File: config.mk
export PLATFORM = sky130hd
export DESIGN_NAME = scan_telegram_hex_parser_top
export DESIGN_NICKNAME = d
export VERILOG_FILES = /design/src/rtl/core/sthp_pkg.sv /design/src/rtl/core/sthp_token.sv /design/src/rtl/core/sthp_ctrl.sv /design/src/rtl/core/sthp_outq.sv /design/src/rtl/core/scan_telegram_hex_parser_top.sv
export VERILOG_INCLUDE_DIRS = /design/src /design/src/rtl/core
export SDC_FILE = /design/constraint.sdc
export NUM_CORES = 1
export LEC_CHECK = 0
export ABC_AREA = 0
export CAP_MARGIN = 20
export CORE_MARGIN = 3
export CORE_UTILIZATION = 45
export CTS_CLUSTER_SIZE = 16
export DETAILED_ROUTE_END_ITERATION = 8
export DONT_BUFFER_PORTS = 1
export HOLD_SLACK_MARGIN = 0.15
export PLACE_DENSITY = 0.63
export SLEW_MARGIN = 20
export SYNTH_ARGS = -nofsm -noshare
export SYNTH_HDL_FRONTEND = slang
export SYNTH_SLANG_ARGS = --single-unit
File: constraint.sdc
create_clock -name clk -period 7.4 [get_ports clk]
set_clock_uncertainty 0.15 [all_clocks]
set_input_delay 0.37 -clock clk [delete_from_list [all_inputs] [get_ports clk]]
set_output_delay 0.37 -clock clk [all_outputs]
set_load 0.02 [all_outputs]
File: src/rtl/core/assert_macros.svh
// ---------------------------------------------------------------------------
// assertion macros
// clocked assertions that compile away in synthesis
// ---------------------------------------------------------------------------
`ifndef ASSERT_MACROS_SVH
`define ASSERT_MACROS_SVH

`ifndef SYNTHESIS
// checked on every clk edge, off while rst_n is low
`define STHP_ASSERT(lbl, prop) \
    lbl: assert property (@(posedge clk) disable iff (!rst_n) (prop)) \
        else $error("assertion failed");
// checked on every clk edge, also during reset
`define STHP_ASSERT_ALWAYS(lbl, prop) \
    lbl: assert property (@(posedge clk) (prop)) \
        else $error("assertion failed");
`else
`define STHP_ASSERT(lbl, prop)
`define STHP_ASSERT_ALWAYS(lbl, prop)
`endif

`endif

File: src/rtl/core/sthp_pkg.sv
`timescale 1ns / 1ps
// ---------------------------------------------------------------------------
// sthp_pkg
// shared types, character codes and the hex digit decoder for the parser
// ---------------------------------------------------------------------------
package sthp_pkg;

    localparam logic [7:0] CH_STX   = 8'h02;
    localparam logic [7:0] CH_ETX   = 8'h03;
    localparam logic [7:0] CH_SPACE = 8'h20;
    localparam logic [7:0] CH_ZERO  = 8'h30;

    localparam int unsigned ZERO_RUN_LEN = 8;
    localparam int unsigned ZR_W         = 4;
    localparam int unsigned DCNT_W       = 4;
    localparam int unsigned VAL_W        = 32;
    localparam int unsigned IDX_W        = 10;
    localparam int unsigned CNT_W        = 11;

    typedef enum logic [2:0] {
        PH_WAIT_ZERO  = 3'd0,
        PH_SKIP_ONE   = 3'd1,
        PH_SKIP_START = 3'd2,
        PH_SKIP_STEP  = 3'd3,
        PH_COUNT      = 3'd4,
        PH_DATA       = 3'd5,
        PH_IDLE       = 3'd6
    } phase_t;

    typedef enum logic [1:0] {
        TK_HOLD  = 2'd0,
        TK_TAKE  = 2'd1,
        TK_CLEAR = 2'd2
    } tok_cmd_t;

    typedef struct packed {
        logic             ok;
        logic [VAL_W-1:0] acc;
    } tok_stat_t;

    typedef struct packed {
        logic             channel;
        logic [IDX_W-1:0] point_index;
        logic [VAL_W-1:0] value;
        logic             last_point;
        logic [CNT_W-1:0] point_count;
    } res_t;

    typedef struct packed {
        logic       ok;
        logic [3:0] nib;
    } hex_t;

    function automatic hex_t hex_decode(input logic [7:0] c);
        hex_t h;
        h.ok  = 1'b1;
        h.nib = 4'd0;
        if (c >= 8'h30 && c <= 8'h39)
        begin
            h.nib = c[3:0];
        end
        else if ((c >= 8'h41 && c <= 8'h46) || (c >= 8'h61 && c <= 8'h66))
        begin
            // 'A'..'F' and 'a'..'f' share the low bits 1..6
            h.nib = c[3:0] + 4'd9;
        end
        else
        begin
            h.ok = 1'b0;
        end
        return h;
    endfunction

endpackage

File: src/rtl/core/sthp_token.sv
`timescale 1ns / 1ps
// ---------------------------------------------------------------------------
// sthp_token
// hex token accumulator: digit shift-in, digit count and bad-token flag
// ---------------------------------------------------------------------------
`include "assert_macros.svh"

module sthp_token #(
    parameter int MAX_HEX_DIGITS = 8
) (
    input  logic                clk,
    input  logic                rst_n,
    input  sthp_pkg::tok_cmd_t  cmd,
    input  logic [7:0]          byte_in,
    output sthp_pkg::tok_stat_t stat
);

    logic [sthp_pkg::VAL_W-1:0]  acc_reg, acc_next;
    logic [sthp_pkg::DCNT_W-1:0] dcnt_reg, dcnt_next;
    logic                        bad_reg, bad_next;
    sthp_pkg::hex_t              hex;

    assign hex = sthp_pkg::hex_decode(byte_in);

    always_comb
    begin
        acc_next  = acc_reg;
        dcnt_next = dcnt_reg;
        bad_next  = bad_reg;
        case (cmd)
            sthp_pkg::TK_CLEAR:
            begin
                acc_next  = '0;
                dcnt_next = '0;
                bad_next  = 1'b0;
            end
            sthp_pkg::TK_TAKE:
            begin
                if (!hex.ok)
                begin
                    bad_next = 1'b1;
                end
                else if (dcnt_reg < sthp_pkg::DCNT_W'(MAX_HEX_DIGITS))
                begin
                    acc_next  = {acc_reg[sthp_pkg::VAL_W-5:0], hex.nib};
                    dcnt_next = dcnt_reg + 1'b1;
                end
                else
                begin
                    bad_next = 1'b1;
                end
            end
            default:
            begin
            end
        endcase
    end

    always_ff @(posedge clk or negedge rst_n)
    begin
        if (!rst_n)
        begin
            acc_reg  <= '0;
            dcnt_reg <= '0;
            bad_reg  <= 1'b0;
        end
        else
        begin
            acc_reg  <= acc_next;
            dcnt_reg <= dcnt_next;
            bad_reg  <= bad_next;
        end
    end

    // good token: digits seen, none bad, fits in 31 bits
    assign stat.ok  = !bad_reg && (dcnt_reg != '0) && !acc_reg[sthp_pkg::VAL_W-1];
    assign stat.acc = acc_reg;

    `STHP_ASSERT(a_dcnt_bound, dcnt_reg <= sthp_pkg::DCNT_W'(MAX_HEX_DIGITS))
    `STHP_ASSERT(a_clear_empties, (cmd == sthp_pkg::TK_CLEAR) |=> (dcnt_reg == '0 && !bad_reg))

endmodule

File: src/rtl/core/sthp_ctrl.sv
`timescale 1ns / 1ps
// ---------------------------------------------------------------------------
// sthp_ctrl
// telegram phase sequencer, point counting and result formatting
// ---------------------------------------------------------------------------
`include "assert_macros.svh"

module sthp_ctrl #(
    parameter int MAX_POINTS = 1024,
    parameter int PW         = 11
) (
    input  logic                clk,
    input  logic                rst_n,
    input  logic                fire,
    input  logic [7:0]          byte_in,
    input  sthp_pkg::tok_stat_t tok,
    output sthp_pkg::tok_cmd_t  tok_cmd,
    output logic                res_valid,
    output sthp_pkg::res_t      res
);

    sthp_pkg::phase_t              phase_reg, phase_next;
    logic [sthp_pkg::ZR_W-1:0]     zr_reg, zr_next;
    logic [PW-1:0]                 exp_reg, exp_next;
    logic [PW-1:0]                 seen_reg, seen_next;
    logic                          ch_reg, ch_next;
    logic                          done;
    logic [PW-1:0]                 slot_inc;
    logic                          count_ok;
    logic [PW+sthp_pkg::IDX_W-1:0] idx_ext;
    logic [PW+sthp_pkg::CNT_W-1:0] cnt_ext;

    assign slot_inc = seen_reg + 1'b1;
    assign count_ok = tok.ok && (tok.acc <= sthp_pkg::VAL_W'(MAX_POINTS));
    assign idx_ext  = {{sthp_pkg::IDX_W{1'b0}}, seen_reg};
    assign cnt_ext  = {{sthp_pkg::CNT_W{1'b0}}, exp_reg};

    // result fields for the token in flight; res_valid says whether it counts
    always_comb
    begin
        res.channel     = ch_reg;
        res.point_index = idx_ext[sthp_pkg::IDX_W-1:0];
        res.value       = ch_reg ? tok.acc : {tok.acc[sthp_pkg::VAL_W-2:0], 1'b0};
        res.last_point  = (slot_inc >= exp_reg);
        res.point_count = cnt_ext[sthp_pkg::CNT_W-1:0];
    end

    always_comb
    begin
        phase_next = phase_reg;
        zr_next    = zr_reg;
        exp_next   = exp_reg;
        seen_next  = seen_reg;
        ch_next    = ch_reg;
        tok_cmd    = sthp_pkg::TK_HOLD;
        res_valid  = 1'b0;
        done       = 1'b0;
        if (fire)
        begin
            if (byte_in == sthp_pkg::CH_STX)
            begin
                phase_next = sthp_pkg::PH_WAIT_ZERO;
                zr_next    = '0;
                exp_next   = '0;
                seen_next  = '0;
                ch_next    = 1'b0;
                tok_cmd    = sthp_pkg::TK_CLEAR;
            end
            else if (byte_in == sthp_pkg::CH_ETX)
            begin
                // close a pending data token, then idle until the next start
                res_valid  = (phase_reg == sthp_pkg::PH_DATA) && tok.ok;
                phase_next = sthp_pkg::PH_IDLE;
                tok_cmd    = sthp_pkg::TK_CLEAR;
            end
            else
            begin
                unique case (phase_reg)
                    sthp_pkg::PH_WAIT_ZERO:
                    begin
                        if (byte_in == sthp_pkg::CH_ZERO)
                        begin
                            if (zr_reg == sthp_pkg::ZR_W'(sthp_pkg::ZERO_RUN_LEN - 1))
                            begin
                                zr_next    = '0;
                                phase_next = sthp_pkg::PH_SKIP_ONE;
                            end
                            else
                            begin
                                zr_next = zr_reg + 1'b1;
                            end
                        end
                        else
                        begin
                            zr_next = '0;
                        end
                    end
                    sthp_pkg::PH_SKIP_ONE:
                    begin
                        phase_next = sthp_pkg::PH_SKIP_START;
                    end
                    sthp_pkg::PH_SKIP_START:
                    begin
                        if (byte_in == sthp_pkg::CH_SPACE)
                        begin
                            phase_next = sthp_pkg::PH_SKIP_STEP;
                        end
                    end
                    sthp_pkg::PH_SKIP_STEP:
                    begin
                        if (byte_in == sthp_pkg::CH_SPACE)
                        begin
                            phase_next = sthp_pkg::PH_COUNT;
                            tok_cmd    = sthp_pkg::TK_CLEAR;
                        end
                    end
                    sthp_pkg::PH_COUNT:
                    begin
                        if (byte_in == sthp_pkg::CH_SPACE)
                        begin
                            exp_next  = count_ok ? tok.acc[PW-1:0] : '0;
                            seen_next = '0;
                            tok_cmd   = sthp_pkg::TK_CLEAR;
                            // bad or zero count ends the channel at once
                            if (!count_ok || tok.acc == '0)
                            begin
                                done = 1'b1;
                            end
                            else
                            begin
                                phase_next = sthp_pkg::PH_DATA;
                            end
                        end
                        else
                        begin
                            tok_cmd = sthp_pkg::TK_TAKE;
                        end
                    end
                    sthp_pkg::PH_DATA:
                    begin
                        if (byte_in == sthp_pkg::CH_SPACE)
                        begin
                            res_valid = tok.ok;
                            tok_cmd   = sthp_pkg::TK_CLEAR;
                            seen_next = slot_inc;
                            done      = (slot_inc >= exp_reg);
                        end
                        else
                        begin
                            tok_cmd = sthp_pkg::TK_TAKE;
                        end
                    end
                    default:
                    begin
                        phase_next = sthp_pkg::PH_IDLE;
                    end
                endcase
                if (done)
                begin
                    if (!ch_reg)
                    begin
                        phase_next = sthp_pkg::PH_WAIT_ZERO;
                        zr_next    = '0;
                        exp_next   = '0;
                        seen_next  = '0;
                        ch_next    = 1'b1;
                    end
                    else
                    begin
                        phase_next = sthp_pkg::PH_IDLE;
                    end
                end
            end
        end
    end

    always_ff @(posedge clk or negedge rst_n)
    begin
        if (!rst_n)
        begin
            phase_reg <= sthp_pkg::PH_WAIT_ZERO;
            zr_reg    <= '0;
            exp_reg   <= '0;
            seen_reg  <= '0;
            ch_reg    <= 1'b0;
        end
        else
        begin
            phase_reg <= phase_next;
            zr_reg    <= zr_next;
            exp_reg   <= exp_next;
            seen_reg  <= seen_next;
            ch_reg    <= ch_next;
        end
    end

    `STHP_ASSERT(a_res_in_data, res_valid |-> (phase_reg == sthp_pkg::PH_DATA))
    `STHP_ASSERT(a_data_slots_left, (phase_reg == sthp_pkg::PH_DATA) |-> (seen_reg < exp_reg))
    `STHP_ASSERT(a_zero_run_bound, zr_reg < sthp_pkg::ZR_W'(sthp_pkg::ZERO_RUN_LEN))

endmodule

File: src/rtl/core/sthp_outq.sv
`timescale 1ns / 1ps
// ---------------------------------------------------------------------------
// sthp_outq
// two-entry result buffer between the parser and the output channel
// ---------------------------------------------------------------------------
`include "assert_macros.svh"

module sthp_outq (
    input  logic           clk,
    input  logic           rst_n,
    input  logic           push,
    input  sthp_pkg::res_t push_data,
    input  logic           pop,
    output logic           full,
    output logic           not_empty,
    output sthp_pkg::res_t head
);

    sthp_pkg::res_t mem_reg [2];
    logic           wr_ptr_reg, rd_ptr_reg;
    logic [1:0]     count_reg, count_next;

    always_comb
    begin
        count_next = count_reg;
        if (push && !pop)
        begin
            count_next = count_reg + 2'd1;
        end
        else if (pop && !push)
        begin
            count_next = count_reg - 2'd1;
        end
    end

    always_ff @(posedge clk or negedge rst_n)
    begin
        if (!rst_n)
        begin
            wr_ptr_reg <= 1'b0;
            rd_ptr_reg <= 1'b0;
            count_reg  <= '0;
        end
        else
        begin
            count_reg <= count_next;
            if (push)
            begin
                wr_ptr_reg <= !wr_ptr_reg;
            end
            if (pop)
            begin
                rd_ptr_reg <= !rd_ptr_reg;
            end
        end
    end

    always_ff @(posedge clk)
    begin
        if (push)
        begin
            mem_reg[wr_ptr_reg] <= push_data;
        end
    end

    assign full      = (count_reg == 2'd2);
    assign not_empty = (count_reg != 2'd0);
    assign head      = mem_reg[rd_ptr_reg];

    `STHP_ASSERT_ALWAYS(a_count_bound, count_reg <= 2'd2)
    `STHP_ASSERT(a_no_push_full, full |-> !push)
    `STHP_ASSERT(a_ptr_count, (count_reg == 2'd1) |-> (wr_ptr_reg != rd_ptr_reg))

endmodule

File: src/rtl/core/scan_telegram_hex_parser_top.sv
`timescale 1ns / 1ps
// ---------------------------------------------------------------------------
// scan_telegram_hex_parser_top
// ascii scan telegram parser, one character per item
// ---------------------------------------------------------------------------
// input channel: in_valid / in_ready carry byte_in, one telegram character
// per item. 0x02 restarts a telegram, 0x20 separates tokens, 0x03 ends it.
// output channel: out_valid / out_ready carry one parsed point per item:
// channel, point_index, value (doubled on the distance channel),
// last_point and point_count.
// throughput: one byte per cycle while in_ready is high, set by the single
// phase/token update done between the token registers and the result buffer.
// output: a point enters the result buffer when the separator or end byte
// that closes its token is accepted, and is offered once it heads the buffer.
// stall: results sit in a two-entry buffer; bytes keep flowing while it
// has room, and in_ready drops only while both entries are held.
// reset: the buffer empties and parsing starts as if 0x02 had arrived.
// ---------------------------------------------------------------------------

module scan_telegram_hex_parser_top #(
    parameter int MAX_POINTS     = 1024,
    parameter int MAX_HEX_DIGITS = 8
) (
    input  logic        clk,
    input  logic        rst_n,
    input  logic        in_valid,
    output logic        in_ready,
    input  logic [7:0]  byte_in,
    output logic        out_valid,
    input  logic        out_ready,
    output logic        channel,
    output logic [9:0]  point_index,
    output logic [31:0] value,
    output logic        last_point,
    output logic [10:0] point_count
);

    localparam int PW = $clog2(MAX_POINTS + 1);

    logic                fire;
    logic                full;
    logic                res_valid;
    sthp_pkg::res_t      res;
    sthp_pkg::res_t      head;
    sthp_pkg::tok_cmd_t  tok_cmd;
    sthp_pkg::tok_stat_t tok;

    assign in_ready = !full;
    assign fire     = in_valid && in_ready;

    sthp_token #(
        .MAX_HEX_DIGITS (MAX_HEX_DIGITS)
    ) u_token (
        .clk     (clk),
        .rst_n   (rst_n),
        .cmd     (tok_cmd),
        .byte_in (byte_in),
        .stat    (tok)
    );

    sthp_ctrl #(
        .MAX_POINTS (MAX_POINTS),
        .PW         (PW)
    ) u_ctrl (
        .clk       (clk),
        .rst_n     (rst_n),
        .fire      (fire),
        .byte_in   (byte_in),
        .tok       (tok),
        .tok_cmd   (tok_cmd),
        .res_valid (res_valid),
        .res       (res)
    );

    sthp_outq u_outq (
        .clk       (clk),
        .rst_n     (rst_n),
        .push      (res_valid),
        .push_data (res),
        .pop       (out_valid && out_ready),
        .full      (full),
        .not_empty (out_valid),
        .head      (head)
    );

    assign channel     = head.channel;
    assign point_index = head.point_index;
    assign value       = head.value;
    assign last_point  = head.last_point;
    assign point_count = head.point_count;

endmodule
; ---- Yosys cells after proc, flatten, opt, wreduce, memory -nomap -nowiden
; Memory sizes are Yosys's and may differ from the RTL's.
; Cells that the tools add are included.
[word_totals]
n_memories = 1
elab_cells = 156
out_inout_bits = 57
mem_bits_rw = 110
regBits = 71
[op_classes]
reduce_logical = 34
add_sub_neg = 6
mux = 71
magnitude_cmp = 9
eq_ne = 24
[mem_list]
columns = memory, depth, word_bits, read_ports, rd_ports_with_merged_regs, wr, line_no
row1 = u_outq.mem_reg, 2, 55, 1, 0, 1, sthp_outq.sv:19  ; sthp_pkg::res_t mem_reg [2];
[ops]
columns = op, count
row1 = 11-bit two-way mux, 13
row2 = 32-bit two-way mux, 3
row3 = 32-bit one-hot mux with 2 select lines, 1
row4 = 4-bit two-way mux, 11
row5 = "32-bit by 11-bit less-or-equal comparator with 1-bit output, second input constant", 1
row6 = 32-bit zero test, 1
row7 = 3-bit two-way mux, 10
row8 = "5-bit by 1-bit != test with 1-bit output, second input constant", 5
row9 = 11-bit one-hot mux with 2 select lines, 1
row10 = 1-bit two-way mux, 20
row11 = 3-bit one-hot mux with 6 select lines, 1
row12 = "8-bit by 2-bit == test with 1-bit output, second input constant", 2
row13 = "8-bit by 6-bit == test with 1-bit output, second input constant", 2
row14 = "8-bit by 7-bit greater-or-equal comparator with 1-bit output, second input constant", 2
row15 = "8-bit by 7-bit less-or-equal comparator with 1-bit output, second input constant", 2
row16 = 2-bit two-way mux, 7
row17 = "11-bit by 1-bit adder with 11-bit output, second input constant", 1
row18 = 11-bit greater-or-equal comparator, 1
row19 = 1-bit logical AND, 11
row20 = "4-bit by 1-bit adder with 4-bit output, second input constant", 2
row21 = "8-bit by 6-bit greater-or-equal comparator with 1-bit output, second input constant", 1
row22 = "8-bit by 6-bit less-or-equal comparator with 1-bit output, second input constant", 1
row23 = 1-bit zero test, 8
row24 = 4-bit one-hot mux with 2 select lines, 1
row25 = 24 further kinds, 36

; ---- Logic depth before layout (Yosys ltp)
[depth]
word_depth = 15
mapped_depth = 13
mapped_depth_nobuf = 12

; ---- Hierarchy
; A second synthesis with hierarchy kept.
[unflattened]
hier_cells = 734
hier_area_um2 = 9298.9
[modules_own_cells]
columns = mod, seq_area_each_um2, cells_per_inst, area_per_inst_um2, instances
row1 = sthp_outq, 3403.3, 187, 4322.9, 1
row2 = sthp_ctrl, 750.7, 344, 2884.0, 1
row3 = sthp_token, 925.9, 200, 2075.7, 1
row4 = scan_telegram_hex_parser_top, 0.0, 3, 16.3, 1

; ---- Worst setup path after synthesis
; Ideal clock, no wire load.
[synth_timing]
path_type = input -> register
start = input byte_in[3]
end = memory u_outq.mem_reg[0][0] (netlist name), enable pin
arrival_time_ns = 4.010
required_time_ns = 6.775
stages = 5
path_slack_ns = 2.766
n_path_buf = 0
setup_ns = 0.475
path_cell_list = or4_4 > nor3_4 > inv_2 > a21oi_1 > nor2b_1
[synth_between]
elab_chain_cells = 8
[synth_rtl]
columns = element, line_no
row1 = "start, declared", scan_telegram_hex_parser_top.sv:28  ; input logic [7:0] byte_in,
row2 = 8-bit by 6-bit == test with 1-bit output, sthp_ctrl.sv:141  ; if (byte_in == sthp_pkg::CH_SPACE)
row3 = 1-bit two-way mux, sthp_ctrl.sv:141
row4 = 1-bit two-way mux, sthp_ctrl.sv:78  ; unique case (phase_reg)
row5 = 1-bit two-way mux, sthp_ctrl.sv:69  ; else if (byte_in == sthp_pkg::CH_ETX)
row6 = 1-bit two-way mux (*), sthp_ctrl.sv:60  ; if (byte_in == sthp_pkg::CH_STX)
row7 = 1-bit two-way mux (*), sthp_ctrl.sv:58  ; if (fire)
row8 = named net res_valid, scan_telegram_hex_parser_top.sv:42  ; logic res_valid;
row9 = 1-bit two-way mux (*), sthp_outq.sv:60  ; if (push)
row10 = 1-bit two-way mux (not written as such) (*), sthp_outq.sv:62  ; mem_reg[wr_ptr_reg] <= push_data;
row11 = "end, declared", sthp_outq.sv:19
; Mark *: on every way through the listed nets, which the timed path passes. The rest lies on a longest branch.

; ---- Worst setup path in the final report
[layout_timing]
start = register u_ctrl.seen_reg[0]
end = register u_ctrl.exp_reg[8]
[layout_between]
elab_chain_cells = 10
[layout_rtl]
columns = element, line_no
row1 = "start, declared", sthp_ctrl.sv:25  ; logic [PW-1:0] seen_reg, seen_next;
row2 = "start signal, assigned", sthp_ctrl.sv:192  ; seen_reg <= seen_next;
row3 = 11-bit by 1-bit adder with 11-bit output, sthp_ctrl.sv:33  ; assign slot_inc = seen_reg + 1'b1;
row4 = 11-bit greater-or-equal comparator, sthp_ctrl.sv:146  ; done = (slot_inc >= exp_reg);
row5 = 1-bit two-way mux, sthp_ctrl.sv:141
row6 = 1-bit one-hot mux with 2 select lines, sthp_ctrl.sv:78
row7 = 1-bit two-way mux, sthp_ctrl.sv:69
row8 = 1-bit two-way mux, sthp_ctrl.sv:60
row9 = 1-bit two-way mux, sthp_ctrl.sv:58
row10 = 11-bit two-way mux, sthp_ctrl.sv:158  ; if (done)
row11 = 11-bit two-way mux, sthp_ctrl.sv:69
row12 = 11-bit two-way mux, sthp_ctrl.sv:60
row13 = "end signal, assigned", sthp_ctrl.sv:191  ; exp_reg <= exp_next;
row14 = "end, declared", sthp_ctrl.sv:24  ; logic [PW-1:0] exp_reg, exp_next;
; Every way passes these cells. The select of a mux whose other input is x is not followed.
; A chain may end at the register's enable or synchronous reset.

==> results by group <==
Detailed routing
  – 1st-pass router iterations: 6
  – Final Routed Wirelength: 16.2 mm
  – Via density: 5.77
  – Via count: 4862
  – Antenna viol nets, final: 0
  – Residual DRC count: 0
  – DR iter-0 viols: 559
  – Per-cell routed wire length: between 15 and 20 µm

Synthesis
  – Async set-or-reset flop fraction in the synthesized netlist: 39.2%
  – Largest family of logic cells by synthesized area: multiplexers
  – Compound-Gate Fraction of Synth Area: 9.69%
  – Count of flip-flops with a built-in enable after synthesis: 110
  – Avg Cell Area, Syn: between 10 and 15 µm²
  – Synthesized flop and latch total: 181
  – Post-Synth Simple-Gate Area: under 10%
  – Synth Instances: 594
  – Syn. warnings: 0
  – Top cell type's share of synthesized area: 40.2%
  – Adder-cell share of the synthesized area: 3.50%
  – Post-synth cell types: 54
  – Area contributors post-synth: edfxtp_1, dfrtp_1, mux2_2
  – Mapped Nets: about 630
  – Mux contribution to synthesized area: 12.2%
  – Synth Cell Area: ~0.008 mm²
  – Register area share after synthesis: 61.9%
  – Synth Area in XOR/XNOR: ~1.5%
  – Cell taking the most area after synthesis: edfxtp_1
  – Ys flop type: edfxtp_1

Global route
  – All-Layer GR Usage: 17.1%
  – Pin count of the biggest net entering global routing: around 70
  – Global route overflow: 0
  – Number of global-route vias before repair: 5045
  – Initial antenna violation count: 0
  – First-pass GRT wire length: 26.8 mm

Hold path
  – Hold Crit Start: byte_in[7]
  – Hold endpoint: u_ctrl.zr_reg[3]$_DFFE_PN0P_
  – Hold Crit Class: input port to flop
  – WHS Path Cells: 5

Power
  – Seq pwr share: between 40% and 50%
  – Clock power share: between 30% and 40%
  – Logic pwr share: about a quarter
  – Peak supply drop: 0.170 mV
  – Sw frac: 31.0%
  – Pwr dens: 286 mW/mm²
  – Internal power: 0.00180 W
  – Net switching power: 0.000810 W
  – Pleak: 3.64 nW

Final layout
  – Final #Nets: 640
  – Fillers: 1484
  – Most common cell after layout, fill and taps aside: edfxtp_1
  – Layout cell share with drive strength beyond 1: 22.7%
  – Area Overhead vs Synth: 11.2%
  – Commonest cells after routing, fill and taps aside: edfxtp_1, mux2_2, dfrtp_1
  – Final core utilization: 51.9%
  – Max reg flops: between 100 and 150
  – Antenna Cells: 0

Setup path
  – Worst setup SP type: flop
  – Buf+Inv Stages, Crit Path: 0
  – Reg-to-Reg Start: u_ctrl.seen_reg[0]$_DFFE_PN0P_
  – Crit Path Category: flop to flop
  – R2R depth: 12
  – Crit end category: flop
  – WP data required: 7.61 ns
  – Slowest CP cell: a31oi_2
  – Worst EP arrival: 4.14 ns
  – R2r setup slk: 3.47 ns
  – Maximum fanout along the worst path: 16
  – FF-to-FF End: u_ctrl.exp_reg[8]$_DFFE_PN0P_
  – Max incr delay on CP: approximately 0.71 ns
  – Delay-heaviest family, CP: compound AO/OA/AOI/OAI gates
  – Cells along the critical path: ha_1 -> and3_1 -> and3_1 -> nor2b_1 -> or2_2 -> ha_1 -> a21o_1 -> a21oi_1 -> o2111ai_1 -> a31oi_2 -> a21o_1 -> a22o_1

Floorplan
  – Starting density of the core: 46.7%
  – Core Region: 0.0176 mm²
  – Total I/O pin count: 69
  – Die ar.: 0.0199 mm²
  – Die X: 141 µm
  – Standard-cell rows: 48
  – Die Span Y: 141 µm

CTS
  – CTS resizes: 0
  – H-tree depth: 4
  – # Post-CTS Setup Buffers: 0
  – CTS clk-pin slew, worst paths: 0.07 ns
  – CTS Sinks: 181
  – Clock Latency Late Sink: 0.43 ns
  – TritonCTS Buffers: 17
  – CTS tree: yes
  – CTS max path bufs: 2
  – CTS root buf: clkbuf_16

STA
  – Final Cycle Share: a little over half
  – Worst slew pin tran: 1.04 ns
  – Slew Limit Fails: 0
  – Hold Vio Cnt, Final: 0
  – Min Tclk post-route: 3.93 ns
  – Achievable frequency: 0.254 GHz
  – Setup TNS: 0 ns
  – RSZ-0062 raised after global routing: no
  – Worst slew margin: 30.6%
  – Final setup viols: 0

Job
  – Number of max-cap violations: 0

Placed design
  – DP HPWL: roughly 10 mm
  – GPL Wtd Cong: 0.842
  – IO buf count: 0

Status
  – Status: finished clean
## through the flow
stage	hold WS [ns]	cells	area, µm²	power (W)	worst slack [ns]
2_1_floorplan	-0.0756	594	8210	0.00166	2.77
3_3_place_gp	-0.0721	803	8460	0.00174	3.67
3_5_place_dp	-0.0709	803	8460	0.00174	3.53
4_1_cts	0.159	843	9130	0.00264	3.51
5_1_grt	0.197	843	9130	0.00272	3.19
6_report	0.179	843	9130	0.00261	3.47
## per-layer routing
layer  vias to the layer above  share of wire (%)  global-route usage, %
li1                       2286                  -                      -
met1                      2440                 46                   23.2
met2                       108                 48                   26.5
met3                        28                5.1                   5.19
met4                         0                1.6                   5.20
met5                         -                  0                      0
## Yosys cell counts (2+ instances only)
master,count
edfxtp_1,110
mux2_2,87
dfrtp_1,71
a22o_1,44
nand2_1,32
nor2_1,28
ha_1,23
nand3_1,20
inv_1,19
clkbuf_1,16
o21ai_0,13
nor2b_1,12
a21oi_1,10
and3_1,9
xnor2_1,8
nor4_1,7
o211ai_1,6
xor2_1,6
a31oi_1,5
a32o_1,5
or2_2,5
nand2b_1,4
nand4_1,4
o31ai_1,4
a21o_1,3
and2_1,3
buf_2,3
nor3_1,3
a2bb2oi_1,2
buf_1,2
mux2i_1,2
nand3b_1,2
nor3_4,2
nor4b_1,2
o21ai_1,2
o41ai_1,2
## logic make-up after synthesis
family,count (synthesis)
XOR/XNOR,14
AND/OR/NAND/NOR,141
AO/OA/AOI/OAI,104
adder cells (fa/ha/maj),23
multiplexers,89
flip-flops,181
buffers and inverters,42
## worst reg2reg max path: stages, from the launching register on
cell and delay [ns]:
dfrtp_1 0.47, ha_1 0.31, and3_1 0.21, and3_1 0.21
nor2b_1 0.14, or2_2 0.28, ha_1 0.18, a21o_1 0.15
a21oi_1 0.21, o2111ai_1 0.23, a31oi_2 0.71, a21o_1 0.42
a22o_1 0.20
## layout make-up
type                    count  area [µm²]  area share, %
clock inverters            14         150           1.64
clock buffers              18         429           4.70
multi-input cells         371        2970           32.6
flip-flops and latches    181        5080           55.6
inverters                  20        75.1          0.822
repair buffers             14         143           1.56
well taps                 225         282           3.08
## power groups by stage
stage          clock network [W]  logic [W]  registers (W)
2_1_floorplan                  0   0.000543        0.00111
3_3_place_gp                   0   0.000619        0.00112
3_5_place_dp                   0   0.000621        0.00112
4_1_cts                 0.000907   0.000638        0.00110
5_1_grt                 0.000948   0.000666        0.00110
6_report                0.000888   0.000623        0.00110
## how the worst max path moves through the flow
| stage | from | to | slack (ns) | cells past startpoint |
|---|---|---|---|---|
| after floorplan | byte_in[3] | u_outq.mem_reg[0][0]$_DFFE_PP_ | 2.77 | 5 |
| after global placement | u_ctrl.seen_reg[0]$_DFFE_PN0P_ | u_ctrl.exp_reg[8]$_DFFE_PN0P_ | 3.67 | 12 |
| after detailed placement | u_ctrl.seen_reg[0]$_DFFE_PN0P_ | u_ctrl.exp_reg[5]$_DFFE_PN0P_ | 3.53 | 12 |
| after CTS | u_ctrl.seen_reg[0]$_DFFE_PN0P_ | u_ctrl.exp_reg[5]$_DFFE_PN0P_ | 3.51 | 12 |
| after global routing | u_ctrl.seen_reg[2]$_DFFE_PN0P_ | u_ctrl.exp_reg[0]$_DFFE_PN0P_ | 3.19 | 12 |
| final | u_ctrl.seen_reg[0]$_DFFE_PN0P_ | u_ctrl.exp_reg[8]$_DFFE_PN0P_ | 3.47 | 12 |
## what timing repair did
item | 4_1_cts | 5_1_grt
setup endpoints to repair | 0 | 0
hold buffers | 8 | 0
hold endpoints to repair | 78 | 0
No activity file was read; power rests on OpenSTA's default activity.
